**src/rtl/mga_pkg.sv**
```systemverilog
// shared types and constants of the masked gram accumulator
package mga_pkg;

   localparam int VALUE_W    = 32;
   localparam int SUM_W      = 64;
   localparam int INDEX_W    = 3;
   localparam int COV_FIELDS = 4;

   localparam logic [INDEX_W-1:0] COV_RESET = 3'd4;

   localparam logic KIND_GRAM  = 1'b0;
   localparam logic KIND_CROSS = 1'b1;

   typedef struct packed {
      logic               kind;
      logic [INDEX_W-1:0] row;
      logic [INDEX_W-1:0] col;
   } tag_type;

   typedef struct packed {
      logic                    vld;
      logic                    last;
      logic                    kind;
      logic [INDEX_W-1:0]      row;
      logic [INDEX_W-1:0]      col;
      logic signed [SUM_W-1:0] value;
   } slot_type;

   typedef struct packed {
      logic adv;    // pipe moves forward
      logic acc;    // accumulate stage holds a sample
      logic keep;   // that sample is not missing
      logic load;   // that sample closes the locus
      logic shift;  // emission chain moves one place toward the output
   } ctl_type;

endpackage

```
**src/rtl/mga_cell.sv**
```systemverilog
// one accumulator cell: multiplier, saturating sum and one emission chain slot
module mga_cell (
   input  logic                                 clock,
   input  logic                                 reset,
   input  mga_pkg::ctl_type                     ctl,
   input  logic signed [mga_pkg::VALUE_W-1:0]   op_a,
   input  logic signed [mga_pkg::VALUE_W-1:0]   op_b,
   input  mga_pkg::tag_type                     tag,
   input  logic                                 load_vld,
   input  logic                                 load_last,
   input  mga_pkg::slot_type                    nbr_in,
   output mga_pkg::slot_type                    slot_out
);

   logic signed [mga_pkg::SUM_W-1:0] prod_ff, prod_in;
   logic signed [mga_pkg::SUM_W-1:0] sum_ff, sum_in, sum_add;
   mga_pkg::slot_type                slot_ff, slot_in;

   function automatic logic signed [mga_pkg::SUM_W-1:0] sat_add(
      input logic signed [mga_pkg::SUM_W-1:0] a,
      input logic signed [mga_pkg::SUM_W-1:0] b
   );
      logic signed [mga_pkg::SUM_W-1:0] s;
      s = a + b;
      if ((a[mga_pkg::SUM_W-1] == b[mga_pkg::SUM_W-1]) &&
          (s[mga_pkg::SUM_W-1] != a[mga_pkg::SUM_W-1])) begin
         s = a[mga_pkg::SUM_W-1] ? {1'b1, {(mga_pkg::SUM_W-1){1'b0}}}
                                 : {1'b0, {(mga_pkg::SUM_W-1){1'b1}}};
      end
      return s;
   endfunction

   // q16.16 times q16.16 is exact in q32.32
   assign prod_in = op_a * op_b;

   always_comb begin
      sum_add = ctl.keep ? sat_add(sum_ff, prod_ff) : sum_ff;
      sum_in  = sum_ff;
      if (ctl.acc) begin
         sum_in = ctl.load ? '0 : sum_add;
      end
      slot_in = slot_ff;
      if (ctl.load) begin
         slot_in.vld   = load_vld;
         slot_in.last  = load_last;
         slot_in.kind  = tag.kind;
         slot_in.row   = tag.row;
         slot_in.col   = tag.col;
         slot_in.value = sum_add;
      end else if (ctl.shift) begin
         slot_in = nbr_in;
      end
   end

   always_ff @(posedge clock) begin
      if (ctl.adv) begin
         prod_ff <= prod_in;
      end
   end

   always_ff @(posedge clock) begin
      if (reset) begin
         sum_ff      <= '0;
         slot_ff.vld <= 1'b0;
      end else begin
         sum_ff  <= sum_in;
         slot_ff <= slot_in;
      end
   end

   assign slot_out = slot_ff;

endmodule

```
**config.mk**
```make
export PLATFORM = sky130hd
export DESIGN_NAME = mga_cell
export DESIGN_NICKNAME = d
export VERILOG_FILES = /design/src/rtl/mga_pkg.sv /design/src/rtl/mga_cell.sv
export SDC_FILE = /design/constraint.sdc
export NUM_CORES = 2
export LEC_CHECK = 0
export ABC_AREA = 1
export BUFFER_PORTS_ARGS = -buffer_cell sky130_fd_sc_hd__buf_2
export CORE_MARGIN = 2
export CORE_UTILIZATION = 40
export CTS_CLUSTER_DIAMETER = 120
export DETAILED_ROUTE_END_ITERATION = 8
export GPL_ROUTABILITY_DRIVEN = 0
export GPL_TIMING_DRIVEN = 0
export PLACE_DENSITY = 0.54
export SETUP_SLACK_MARGIN = 0.15
export SKIP_LAST_GASP = 1
export SLEW_MARGIN = 30
export SYNTH_ARGS = -nofsm -noshare
export SYNTH_HDL_FRONTEND = slang
export SYNTH_SLANG_ARGS = --single-unit
```
**constraint.sdc**
```tcl
create_clock -name clock -period 9.59 [get_ports clock]
set_input_delay 1.918 -clock clock [delete_from_list [all_inputs] [get_ports clock]]
set_output_delay 1.918 -clock clock [all_outputs]
set_load 0.005 [all_outputs]
```
==> summary.md <==
In the layout the commonest cells are sky130_fd_sc_hd__nand2_1 (2056), sky130_fd_sc_hd__inv_1 (1858), sky130_fd_sc_hd__fa_1 (1078), sky130_fd_sc_hd__ha_1 (247), sky130_fd_sc_hd__buf_2 (233). Of all nets on the critical path, the largest fanout is 10. The min-delay analysis places its worst path in the category reg2reg. The number of violations of the max-capacitance limit is 0, and the area inside the core boundary is 0.1274 mm^2. The xor-xnor portion of the synthesized cell area came out at 1.417%. The wire length after detailed routing was 195600 um; the final critical delay including setup and external delays was 9.377 ns. Dividing the detail-routed wire length by the instance count gives 22.68 um. The number of cells on the worst hold path is 2. Cell type of the slowest stage on the worst timing path: sky130_fd_sc_hd__fa_1. The number of antenna violations at the first check in global routing was 6; the adder and majority cell fraction of the synthesized area was 48.32%. Summing the sequential cell areas from Yosys gives 10.50% of the chip area. The run gives 0 as the number of buffers added to fix hold violations after cts.

At the pin with the least slew margin, the transition time is 1.114 ns. Counting flops with an async set or reset pin after synthesis yields a share of 0%. The worst slack after detailed placement was -1.636 ns; the total stage count of the critical path was 24. The final setup slack of the worst path was 0.2132 ns; the global router's overall resource usage was 30.04%. The first global-routing pass estimated 288000 um of wire. Synthesis produced a netlist with a net count of 8165. For this configuration, the core starts out at a cell density of 40.29%. Dividing the final minimum period by the clock period gives 97.78%. The largest single stage delay on the critical path is 0.74 ns.

The run gives 201 as the number of clock sinks. For this run the aggregate overflow at the end of global routing stands at 0. The post-synthesis simple-gate area fraction is 19.80%, and the clock transition at the registers of the reported paths is 0.07 ns. The tools report the startpoint type of the worst setup path as an input pin. The tools report the antenna violation net count after detailed routing as 0. Combinational family with the most area after synthesis: adder cells.

The maximum level of the CTS H-tree is 1, and the placed wire-length estimate after detailed placement is 164900 um. After floorplanning, the core was divided into 131 placement rows. The synthesized design contains 136 enable-type register cells. For this run, design rule violations remaining after detail routing come to 0.

In the synthesized netlist, mux cells make up 0% of the area. STA puts the critical path data required time at 9.85 ns. Data arrives at the worst endpoint at 9.64 ns.

The run gives 0 as the count of yosys warnings during synthesis. Critical path endpoint category: a flop. The worst pin sits at a relative slew slack of 25.74%. Measured along the y axis, the die boundary spans 362.1 um. The run gives 6681 as the synthesized instance count. From synthesis to final layout, the design area changed by 8.172%. The path depth of the worst reg2reg path was 19; the total of flip-flops plus latches after synthesis was 201. The layout has 13180 filler cells.

The post-route netlist has 7.016% of its cells at a drive strength greater than 1. The buffer and inverter count on the worst path was 4; the die outline area was 0.1311 mm^2. The final core area utilization came out at 43.58%. TritonCTS built the clock tree.

The library cell used most frequently in the layout, excluding fill and tap cells, is sky130_fd_sc_hd__nand2_1. The cell type group with the largest total delay on the critical path was adder cells. The type of the setup path with the least slack was in2reg. The final layout contains 8428 nets.

The clock tree root buffer cell is sky130_fd_sc_hd__clkbuf_16. The tools report the deepest clock path buffer count as 3. The count of pins over their slew limit is 0, and the count of vias placed by the detailed router is 43450. The total area of sequential cells was 0.005385 mm^2; the count of pins on the block boundary was 226. For the count of final setup violators, the log shows 0. The flow ran to the end, and the final reports show no timing, DRC or antenna violations. Number of global-route vias before repair: 44910. The die is 362.1 um wide. The number of input and output port buffers inserted works out to 224.

For the final database, setup skew stands at 0.01359 ns. After detailed placement, the design holds a cell count of 8572. Summing the areas of all compound-gate instances in the mapped netlist gives 4.455% of the synthesized area. The run gives 106.6 MHz as the highest clock rate. Averaged over all synthesized cells, the footprint is 7.680 um^2. After detailed routing, the number of vias per cell comes to 5.040. After synthesis, the netlist uses 50 different library cells. The largest net degree at the start of global routing was 65; the number of non-filler instances in the completed layout was 8621. Most repeated library cell on the critical path: sky130_fd_sc_hd__fa_1.

The number of clock buffers inserted by TritonCTS was 19; the first-pass iteration count of the detailed router was 6. Among all flip-flop cells after synthesis, the most frequent one is sky130_fd_sc_hd__edfxtp_1. The number of hold violations in the final report came out at 0.

The source-to-sink clock delay at the later pin of the worst-skew pair was 0.52 ns. Setup repair after global routing left no endpoint under its margin. Traced cell by cell, the critical path runs through buf_2, inv_1, clkbuf_1, nor2_1, fa_1, fa_1, fa_1, fa_1, fa_1, fa_1, fa_1, fa_1, ha_1, nand2_1, inv_1, a21oi_1, o21ai_0, a21oi_1, nand3_1, a21o_1, nand2_1, nand2_1, nand2_1, nand2_1.

Total standard cell area after synthesis: 0.05131 mm^2. The DRC marker count from the first detailed-route iteration was 3718. The footprint of the multi-input gates came out at 0.03800 mm^2.
==> through the flow <==
stage          area [um^2]  hold slack, ns  TNS (ns)
6_report             55500          0.4991         0
5_1_grt              55490          0.5177         0
4_1_cts              55250          0.4957         0
3_5_place_dp         54660          0.4870    -18.24
3_3_place_gp         54510          0.4786    -20.60
2_1_floorplan        51310          0.4552         0
==> timing repair <==
action                     in CTS  in global routing
pin swaps                       1                  3
cloned                          0                  0
setup endpoints to repair      18                 16
gates resized for setup        15                200
buffers inserted                4                  9
==> state kept, by name, indices dropped and copies added, names as in the netlist <==
name	cells
sum_ff	64
prod_ff	64
slot_out	73
==> worst register-to-register path, stage by stage, from the launching register on <==
cell and delay [ns]:
sky130_fd_sc_hd__edfxtp_1 0.41, sky130_fd_sc_hd__ha_1 0.39, sky130_fd_sc_hd__nand2_1 0.18, sky130_fd_sc_hd__inv_1 0.06, sky130_fd_sc_hd__nand2_1 0.06, sky130_fd_sc_hd__nand2_1 0.08
sky130_fd_sc_hd__a21oi_1 0.33, sky130_fd_sc_hd__nand3_2 0.19, sky130_fd_sc_hd__nand2_1 0.22, sky130_fd_sc_hd__nand3_1 0.14, sky130_fd_sc_hd__nand2_1 0.09, sky130_fd_sc_hd__o2111ai_1 0.16
sky130_fd_sc_hd__fa_1 0.49, sky130_fd_sc_hd__nand3_1 0.35, sky130_fd_sc_hd__nand2_1 0.34, sky130_fd_sc_hd__inv_1 0.19, sky130_fd_sc_hd__clkbuf_1 0.66, sky130_fd_sc_hd__nand3_1 0.30
sky130_fd_sc_hd__nand2_1 0.18, sky130_fd_sc_hd__a31oi_1 0.20
==> layer usage <==
metal | global-route usage [%] | vias to the layer above | share of wire [%]
met1 | 37.96 | 21170 | 39
li1 | - | 19720 | -
met3 | 5.602 | 473 | 9.5
met2 | 49.16 | 2075 | 45
met5 | 0 | - | 0.024
met4 | 15.42 | 8 | 6.4
==> area by class of cell <==
type	count	share of cell area (%)
multi-input combinational	4363	68.47
inverter	1871	12.67
sequential	201	9.703
tap	1662	3.747
timing repair buffer	244	2.469
buffer	244	1.957
clock buffer	27	0.9108
clock inverter	6	0.06763
antenna	3	0.01353
==> kinds of logic (layout without fill, tap and decap cells) <==
family                     after synthesis  in the layout
AOI/OAI and AO/OA                      400            400
xor gates and xnor gates                83             83
adders and majority gates             1331           1331
buffers and inverters                 2117           2392
DFF                                    201            201
other                                    0              3
and+or+nand+nor                       2549           2549
==> Yosys cell counts, drive strengths merged (21+ instances only) <==
master  count  area [um^2]
a21o       21        157.7
xor2       61        534.3
dfxtp      65         1301
edfxtp    136         4084
xnor2      22        192.7
fa       1084        21700
nor3       21        125.1
nor2      258         1051
a21oi     188        955.9
nand2    2073         7824
ha        247         3090
clkbuf    237        889.6
a31oi      67        419.2
nand4      26        162.7
inv      1869         7015
nand3     135        725.7
o21ai      85        436.7
==> final timing paths <==
check,startpoint,to,slack [ns]
max,op_b[31],prod_ff[54],0.21
min,sum_ff[0],sum_ff[0],0.50
max reg2reg,prod_ff[18],slot_out[43],4.24
min reg2reg,sum_ff[0],sum_ff[0],0.50
Power is not shown: default switching activity piles up to over one toggle a cycle in this logic, so the estimate is an artifact.
